[src/rtl/sssd_pkg.sv]
// Shared types, constants and a glyph function for the seven-segment scan driver.
// No dependencies; used by sssd_scan and seven_segment_scan_driver.
package sssd_pkg;

  localparam int unsigned DIGIT_COUNT_DEF = 4;
  localparam int unsigned SHOWN_MAX       = 4;

  // Decimal value path: 0..9999 fits in 14 bits
  localparam int unsigned VALUE_W   = 14;
  localparam logic [13:0] VALUE_MAX = 14'd9999;

  // Reciprocal multipliers, exact for every value up to 9999
  localparam int unsigned PROD_W      = 28;
  localparam logic [14:0] RECIP_1000  = 15'd16778;  // >> 24
  localparam logic [14:0] RECIP_100   = 15'd10486;  // >> 20
  localparam logic [14:0] RECIP_10    = 15'd13108;  // >> 17

  localparam logic [7:0] GLYPH_BLANK  = 8'h00;
  localparam logic [7:0] GLYPH_DEGREE = 8'h63;
  localparam logic [7:0] SEG_COLON    = 8'h80;
  localparam logic [7:0] SEG_ALL      = 8'hFF;

  // Register map (word index)
  localparam logic REG_MODE = 1'b0;

  typedef enum logic [2:0] {
    REQ_TICK    = 3'd0,
    REQ_RAW     = 3'd1,
    REQ_NUMBER  = 3'd2,
    REQ_TEMP    = 3'd3,
    REQ_TIME    = 3'd4,
    REQ_SET_ALL = 3'd5,
    REQ_CLEAR   = 3'd6,
    REQ_ALL_OFF = 3'd7
  } req_t;

  typedef struct packed {
    req_t            req;
    logic [3:0][7:0] bytes;   // bytes[0] is digit one
  } cmd_t;

  function automatic logic [7:0] digit_glyph(input logic [3:0] d);
    logic [7:0] g;
    unique case (d)
      4'd0:    g = 8'h3F;
      4'd1:    g = 8'h06;
      4'd2:    g = 8'h5B;
      4'd3:    g = 8'h4F;
      4'd4:    g = 8'h66;
      4'd5:    g = 8'h6D;
      4'd6:    g = 8'h7D;
      4'd7:    g = 8'h07;
      4'd8:    g = 8'h7F;
      4'd9:    g = 8'h6F;
      default: g = GLYPH_BLANK;
    endcase
    return g;
  endfunction

endpackage

[src/rtl/sssd_scan.sv]
// Scan stage: digit store, scan index, segment level and the result register.
// Depends on sssd_pkg.
module sssd_scan
  import sssd_pkg::*;
#(
  parameter int unsigned DIGIT_COUNT = DIGIT_COUNT_DEF
) (
  input  logic       clk,
  input  logic       rst,
  input  logic       anode_mode,
  input  logic       cmd_valid,
  input  cmd_t       cmd,
  output logic       cmd_ready,
  output logic       out_valid,
  input  logic       out_ready,
  output logic [7:0] out_segments,
  output logic [3:0] out_digits,
  output logic       out_last
);

  localparam int unsigned IDX_W = (DIGIT_COUNT > 1) ? $clog2(DIGIT_COUNT) : 1;
  localparam int unsigned SHOWN = (DIGIT_COUNT < SHOWN_MAX) ? DIGIT_COUNT : SHOWN_MAX;

  logic             hold_valid;
  cmd_t             hold;
  logic [7:0]       store [DIGIT_COUNT];
  logic [IDX_W-1:0] scan_index;
  logic [IDX_W-1:0] scan_index_next;
  logic [7:0]       segment_level;
  logic [1:0]       clear_count;

  logic       slot_free;
  logic       emits;
  logic       fire;
  logic       done;
  logic [7:0] cur_byte;
  logic [3:0] sel;
  logic [7:0] scan_seg;
  logic [3:0] scan_dig;

  always_comb begin
    slot_free = !out_valid || out_ready;
    emits     = (hold.req == REQ_TICK) || (hold.req == REQ_CLEAR) ||
                (hold.req == REQ_ALL_OFF);
    fire      = hold_valid && (!emits || slot_free);
    done      = fire && ((hold.req != REQ_CLEAR) || (clear_count == 2'd3));
    cmd_ready = !hold_valid || done;

    cur_byte = (hold.req == REQ_CLEAR) ? GLYPH_BLANK : store[scan_index];
    for (int j = 0; j < 4; j++) begin
      sel[j] = (int'(scan_index) == j);
    end
    scan_seg = anode_mode ? ~cur_byte : cur_byte;
    scan_dig = anode_mode ? sel : ~sel;
    scan_index_next = (scan_index == IDX_W'(DIGIT_COUNT - 1)) ? '0 : scan_index + 1'b1;
  end

  always_ff @(posedge clk) begin
    if (rst) begin
      hold_valid    <= 1'b0;
      out_valid     <= 1'b0;
      scan_index    <= '0;
      segment_level <= '0;
      clear_count   <= '0;
      for (int k = 0; k < DIGIT_COUNT; k++) begin
        store[k] <= '0;
      end
    end else begin
      if (fire && emits) begin
        out_valid <= 1'b1;
      end else if (out_ready) begin
        out_valid <= 1'b0;
      end

      if (cmd_ready) begin
        hold_valid <= cmd_valid;
      end

      if (fire) begin
        unique case (hold.req)
          REQ_TICK: begin
            segment_level <= scan_seg;
            scan_index    <= scan_index_next;
          end
          REQ_CLEAR: begin
            if (clear_count == 2'd0) begin
              for (int k = 0; k < DIGIT_COUNT; k++) begin
                store[k] <= '0;
              end
            end
            segment_level <= scan_seg;
            scan_index    <= scan_index_next;
            clear_count   <= clear_count + 2'd1;
          end
          REQ_RAW, REQ_NUMBER, REQ_TEMP, REQ_TIME: begin
            for (int k = 0; k < SHOWN; k++) begin
              store[k] <= hold.bytes[k];
            end
          end
          REQ_SET_ALL: begin
            for (int k = 0; k < DIGIT_COUNT; k++) begin
              store[k] <= SEG_ALL;
            end
          end
          REQ_ALL_OFF: begin
          end
          default: begin
          end
        endcase
      end
    end
  end

  // Result payload
  always_ff @(posedge clk) begin
    if (cmd_ready && cmd_valid) begin
      hold <= cmd;
    end
    if (fire && emits) begin
      if (hold.req == REQ_ALL_OFF) begin
        out_segments <= segment_level;
        out_digits   <= anode_mode ? 4'h0 : 4'hF;
        out_last     <= 1'b1;
      end else begin
        out_segments <= scan_seg;
        out_digits   <= scan_dig;
        out_last     <= (hold.req != REQ_CLEAR) || (clear_count == 2'd3);
      end
    end
  end

endmodule

[src/rtl/seven_segment_scan_driver.sv]
// Top level of the multiplexed seven-segment scan driver: stream ports, config
// register and decimal formatting pipeline. Depends on sssd_pkg and sssd_scan.
//
// Requests are accepted one per cycle unless stalled, and pass through three
// formatting registers (raw request, saturated value, decimal quotients) and
// combinational glyphs into the scan stage's hold and result registers. Unless
// the result side stalls, ticks, loads and all-off sustain one request per cycle
// and a clear occupies the scan stage for four results, one per cycle, through
// the single result register. Configuration (common anode mode, word 0) must be
// written only while no request is in flight; the block does not enforce this.
module seven_segment_scan_driver
  import sssd_pkg::*;
#(
  parameter int unsigned DIGIT_COUNT = DIGIT_COUNT_DEF
) (
  input  logic        clk,
  input  logic        rst,
  // APB config
  input  logic        psel,
  input  logic        penable,
  input  logic        pwrite,
  input  logic [2:0]  paddr,
  input  logic [31:0] pwdata,
  output logic [31:0] prdata,
  output logic        pready,
  // request stream
  input  logic        s_tvalid,
  output logic        s_tready,
  input  logic [63:0] s_tdata,   // number_value[15:0], zero_pad[16], hour_value[23:17],
                                 // minute_value[30:24], raw_segments[62:31], zero[63]
  input  logic [2:0]  s_tuser,   // req_type[2:0]
  // result stream
  output logic        m_tvalid,
  input  logic        m_tready,
  output logic [15:0] m_tdata,   // segment_lines[7:0], digit_lines[11:8], zero[15:12]
  output logic        m_tlast    // last_result
);

  logic common_anode_mode;

  // stage 0: raw request
  logic        v0;
  req_t        req0;
  logic [15:0] num0;
  logic        pad0;
  logic [6:0]  hour0;
  logic [6:0]  min0;
  logic [31:0] raw0;
  // stage 1: saturated value
  logic               v1;
  req_t               req1;
  logic [VALUE_W-1:0] val1;
  logic               pad1;
  logic [31:0]        raw1;
  // stage 2: quotients
  logic               v2;
  req_t               req2;
  logic [VALUE_W-1:0] val2;
  logic [3:0]         q1000;
  logic [6:0]         q100;
  logic [9:0]         q10;
  logic               pad2;
  logic [31:0]        raw2;

  logic free0, free1, free2;
  logic cmd_ready;
  cmd_t cmd;

  logic [15:0] mag;
  logic [18:0] temp_val;
  logic [14:0] time_val;
  logic [VALUE_W-1:0] val1_next;
  logic pad1_next;

  logic [PROD_W-1:0] prod1000, prod100, prod10;

  logic [6:0]  ten_q1000, diff1;
  logic [9:0]  ten_q100, diff2;
  logic [13:0] ten_q10, diff3;
  logic [3:0]  d0, d1, d2, d3;
  logic [7:0]  g0, g1, g2, g3;

  logic [7:0]  seg_out;
  logic [3:0]  dig_out;

  // config
  assign pready = 1'b1;
  always_ff @(posedge clk) begin
    if (rst) begin
      common_anode_mode <= 1'b0;
    end else if (psel && penable && pwrite && (paddr[2] == REG_MODE)) begin
      common_anode_mode <= pwdata[0];
    end
  end
  assign prdata = (paddr[2] == REG_MODE) ? {31'd0, common_anode_mode} : 32'd0;

  // flow control
  assign free2    = !v2 || cmd_ready;
  assign free1    = !v1 || free2;
  assign free0    = !v0 || free1;
  assign s_tready = free0;

  // stage 0 -> 1
  always_comb begin
    mag      = num0[15] ? (~num0 + 16'd1) : num0;
    temp_val = ({3'd0, mag} << 3) + ({3'd0, mag} << 1);
    time_val = ({8'd0, hour0} << 6) + ({8'd0, hour0} << 5) + ({8'd0, hour0} << 2)
             + {8'd0, min0};
    unique case (req0)
      REQ_TEMP: val1_next = (temp_val > 19'(VALUE_MAX)) ? VALUE_MAX : temp_val[13:0];
      REQ_TIME: val1_next = (time_val > 15'(VALUE_MAX)) ? VALUE_MAX : time_val[13:0];
      default:  val1_next = (mag > 16'(VALUE_MAX)) ? VALUE_MAX : mag[13:0];
    endcase
    pad1_next = (req0 == REQ_TIME) || ((req0 == REQ_NUMBER) && pad0);
  end

  // stage 1 -> 2
  always_comb begin
    prod1000 = PROD_W'(val1) * PROD_W'(RECIP_1000);
    prod100  = PROD_W'(val1) * PROD_W'(RECIP_100);
    prod10   = PROD_W'(val1) * PROD_W'(RECIP_10);
  end

  // stage 2 -> scan: digits, glyphs, blanking
  always_comb begin
    ten_q1000 = ({3'd0, q1000} << 3) + ({3'd0, q1000} << 1);
    diff1     = q100 - ten_q1000;
    ten_q100  = ({3'd0, q100} << 3) + ({3'd0, q100} << 1);
    diff2     = q10 - ten_q100;
    ten_q10   = ({4'd0, q10} << 3) + ({4'd0, q10} << 1);
    diff3     = val2 - ten_q10;
    d0 = q1000;
    d1 = diff1[3:0];
    d2 = diff2[3:0];
    d3 = diff3[3:0];
    g0 = digit_glyph(d0);
    g1 = digit_glyph(d1);
    g2 = digit_glyph(d2);
    g3 = digit_glyph(d3);
    if (!pad2 && (d0 == 4'd0)) begin
      g0 = GLYPH_BLANK;
    end
    if (!pad2 && (d0 == 4'd0) && (d1 == 4'd0)) begin
      g1 = GLYPH_BLANK;
    end
    if (!pad2 && (d0 == 4'd0) && (d1 == 4'd0) && (d2 == 4'd0)) begin
      g2 = GLYPH_BLANK;
    end
    cmd.req = req2;
    unique case (req2)
      REQ_RAW:  cmd.bytes = raw2;
      REQ_TEMP: cmd.bytes = {GLYPH_DEGREE, g2, g1, g0};
      REQ_TIME: cmd.bytes = {g3, g2, g1 | SEG_COLON, g0};
      default:  cmd.bytes = {g3, g2, g1, g0};
    endcase
  end

  // pipeline registers
  always_ff @(posedge clk) begin
    if (rst) begin
      v0 <= 1'b0;
      v1 <= 1'b0;
      v2 <= 1'b0;
    end else begin
      if (free0) v0 <= s_tvalid;
      if (free1) v1 <= v0;
      if (free2) v2 <= v1;
    end
  end

  always_ff @(posedge clk) begin
    if (free0 && s_tvalid) begin
      req0  <= req_t'(s_tuser);
      num0  <= s_tdata[15:0];
      pad0  <= s_tdata[16];
      hour0 <= s_tdata[23:17];
      min0  <= s_tdata[30:24];
      raw0  <= s_tdata[62:31];
    end
    if (free1 && v0) begin
      req1 <= req0;
      val1 <= val1_next;
      pad1 <= pad1_next;
      raw1 <= raw0;
    end
    if (free2 && v1) begin
      req2  <= req1;
      val2  <= val1;
      q1000 <= prod1000[27:24];
      q100  <= prod100[26:20];
      q10   <= prod10[26:17];
      pad2  <= pad1;
      raw2  <= raw1;
    end
  end

  sssd_scan #(
    .DIGIT_COUNT (DIGIT_COUNT)
  ) u_scan (
    .clk          (clk),
    .rst          (rst),
    .anode_mode   (common_anode_mode),
    .cmd_valid    (v2),
    .cmd          (cmd),
    .cmd_ready    (cmd_ready),
    .out_valid    (m_tvalid),
    .out_ready    (m_tready),
    .out_segments (seg_out),
    .out_digits   (dig_out),
    .out_last     (m_tlast)
  );

  assign m_tdata = {4'd0, dig_out, seg_out};

endmodule

[config.mk]
export PLATFORM = sky130hd
export DESIGN_NAME = seven_segment_scan_driver
export DESIGN_NICKNAME = d
export VERILOG_FILES = /design/src/rtl/sssd_pkg.sv /design/src/rtl/sssd_scan.sv /design/src/rtl/seven_segment_scan_driver.sv
export SDC_FILE = /design/constraint.sdc
export NUM_CORES = 1
export LEC_CHECK = 0
export BUFFER_PORTS_ARGS = -buffer_cell sky130_fd_sc_hd__buf_2
export CAP_MARGIN = 20
export CELL_PAD_IN_SITES_DETAIL_PLACEMENT = 1
export CELL_PAD_IN_SITES_GLOBAL_PLACEMENT = 2
export CORE_ASPECT_RATIO = 1.5
export CORE_UTILIZATION = 37
export DETAILED_ROUTE_END_ITERATION = 6
export MAX_ROUTING_LAYER = met4
export PLACE_DENSITY_LB_ADDON = 0.1
export SLEW_MARGIN = 10
export SYNTH_ARGS = -nofsm -noshare
export SYNTH_HDL_FRONTEND = slang
export SYNTH_SLANG_ARGS = --single-unit
[constraint.sdc]
create_clock -name clk -period 5.3 [get_ports clk]
set_input_delay 1.06 -clock clk [delete_from_list [all_inputs] [get_ports clk]]
set_output_delay 1.06 -clock clk [all_outputs]
set_load 0.05 [all_outputs]
==> results.toml <==
[detailed_routing]
drt_iter0_markers = 306
drt_pass1_iterations = 5
wirelength_um = 53670
viasPerCell = 4.968
vias = 14110
ant_nets = 0
wire_per_inst_um = 18.90
drc = 0

[layout]
layout-drive-gt1-share_pct = 18.71
diodes = 0
area_growth_pct = 17.30
fillers = 6071
final_area_um2 = 24470
nets = 2631
instances_no_fill = 2840

[yosys]
ys_top_cells_by_area = "edfxtp_1 (32%), ha_1 (17%), fa_1 (13%), inv_1 (5.8%), dfxtp_1 (4.9%)"
ys_types = 92
seq_area_frac_synth_pct = 37.13
synth_seq_cells = 275
synth-edff-count = 224
async_flop_share_pct = 0
synthCells = 1908
yosysMostFrequentCell = "inv_1"
synth_top_area_share_pct = 32.24
synthTopCellsByCount = "inv_1 (325), ha_1 (277), edfxtp_1 (224)"
synthesis.yosys.warnings = 0
syn_area_per_cell_um2 = 10.94
yosys.area.top_type = "edfxtp_1"
synth_ff_type = "edfxtp_1"
syn-cell-area_um2 = 20870

[sta]
setup_slack_ps = 70.79
slew_viol_final = 0
rsz0062_at_grt = "yes"
finalHoldViolCount = 0
slew_headroom_pct = 37.81
clock_skew_ps = 23.35
finalCritPeriodShare_pct = 98.66
worst_slew_pin_slew_ps = 931.6
fmax_ghz = 0.1912
hold_ws_ps = 408.7
fin_crit_ps = 5229
setup_violations = 0

[grt]
grt_pass1_vias = 15889
antenna_found_initial = 0
grt.overflow.total = 0
grt_util_all_layers_pct = 19.77
grt_first_pass_wirelength_um = 85150
grt_max_degree = 43

[clock_network]
clock_sinks = 275
cts_tree = "yes"
cts_max_path_buffers = 3
htree_levels = 1
cts_buffers = 30
ctsRootBufferMaster = "clkbuf_16"
clock_latency_ps = 590
clk_pin_slew_ps = 60
cts_hold_buffers = 0

[floorplanning]
ios = 161
rows = 106
die_h_um = 292.8
initial_core_util_pct = 37.46
die_x_um = 195.9
core_um2 = 55700
dieArea_um2 = 57370

[place]
placed_cells = 2757
globalplace.congestion = 0.8234
pre_cts_slack_ps = -276.5
placed_area_um2 = 22670
io_buffer_count = 90
dpl.hpwl_um = 43830

[pwr]
p_int_w = 0.005899
peakVddDrop_mv = 0.2757
power.leakage_nw = 11.03
switching_power_w = 0.003744
p_total_w = 0.009643
power.density_nw_per_um2 = 394.0
pwr-share-clk_pct = 21.7
p_sw_share_pct = 38.82
pwr-share-comb_pct = 50.7
seq_power_share_pct = 27.6

[critical_path]
r2r_slack_ps = 70
path_class = "reg2reg"
worstPathArrival_ps = 5750
worstPathMaxFanout = 4
crit_path_end_kind = "flop"
cp-start-kind = "flop"
cp.required_ps = 5820

[hold_path]
hp-class = "reg2reg"

[outcome]
outcome = "completed"

[flow_run]
max-cap-violations = 0
-- power by group through the flow --
stage | sequential (W) | clock [W] | combinational [W]
floorplan | 0.00268 | 0 | 0.00330
global placement | 0.00271 | 0 | 0.00453
detailed placement | 0.00271 | 0 | 0.00463
CTS | 0.00267 | 0.00216 | 0.00479
global route | 0.00267 | 0.00222 | 0.00565
finish | 0.00266 | 0.00209 | 0.00489
-- what timing repair did --
| action | in CTS | in global routing |
|---|---|---|
| pin swaps | 21 | 38 |
| cloned | 0 | 0 |
| resized for setup | 40 | 63 |
| setup buffers | 15 | 13 |
| setup endpoints to repair | 10 | 11 |
-- final cells by class --
type	count	area, um2	share of cell area, %
well taps	702	878.3	3.589
clock buffers	37	777.0	3.175
inverters	326	1235	5.046
repair buffers	222	1520	6.211
clock inverters	19	209.0	0.8537
multi-input cells	1259	12110	49.47
flip-flops and latches	275	7747	31.65
-- worst max-delay path, stage by stage (launching register included) --
cell and delay (ps):
edfxtp_1 530, ha_4 320, buf_6 120, and2_4 150
ha_4 260, inv_2 40, fa_1 560, inv_2 50
fa_2 560, ha_4 210, ha_4 260, and4_1 210
nand2_1 90, a2111oi_4 200, buf_4 170, o31ai_2 50
buf_4 140, and3_4 160, o31a_1 340, buf_4 160
and2_1 160, or3_1 350, nand2_1 70
-- cell families after synthesis --
family	after synthesis	share of synthesized area, %
adders and majority gates	408	29.18
and+or+nand+nor	382	9.391
muxes	36	2.261
buffers and inverters	408	8.347
DFF	275	37.13
AOI/OAI and AO/OA	308	9.919
xor gates and xnor gates	89	3.736
other	2	0.03599
-- cell usage in the layout (no fill, tap or decap), types with 10 or more instances in the layout --
cell,netlist,routed
inv_1,325,314
ha_1,277,242
edfxtp_1,224,224
fa_1,131,129
nand2_1,124,124
buf_4,39,118
buf_2,1,90
nor2_1,86,83
o21ai_0,78,75
xnor2_1,63,63
a21oi_1,70,59
dfxtp_1,51,51
a21o_1,40,40
conb_1,2,36
clkbuf_16,0,30
nor3_1,32,29
ha_4,0,29
xor2_1,26,23
mux2i_1,19,19
and2_1,18,17
a221o_1,17,17
nand2b_1,16,16
nand3_1,16,16
nor2b_1,16,12
and3_1,12,11
a21oi_2,1,11
buf_6,6,11
or3_1,10,10
o21a_1,10,10
-- flip-flops by register name, summed over array words and instances (netlist names), 7 cells and up, named ones only --
name                  cells
u_scan.segment_level      8
raw2                     32
hour0                     7
u_scan.hold              35
u_scan.out_segments       8
num0                     16
u_scan.store             32
val1                     14
min0                      7
raw0                     32
raw1                     32
-- path summary, 6_finish.rpt --
path | from | end | depth (start not counted)
max | val1[6] | flop | 22
max reg2reg | val1[6] | flop | 22
min reg2reg | req1[1] | req2[1] | 0
min | req1[1] | req2[1] | 0
-- metrics by stage --
stage	utilization (%)	setup TNS, ps
floorplan	-	0
global placement	40.71	-1350
detailed placement	40.71	-1642
CTS	43.14	-1.981
global route	43.94	-553.8
finish	43.94	0
-- metal layers --
metal	track usage, %	up-vias	part of all wire (%)
met5	-	-	0
met4	7.088	0	4.0
met3	1.681	97	2.0
met2	39.34	183	57
met1	19.64	6962	37
li1	-	6868	-
(Power assumes the default switching activity.)
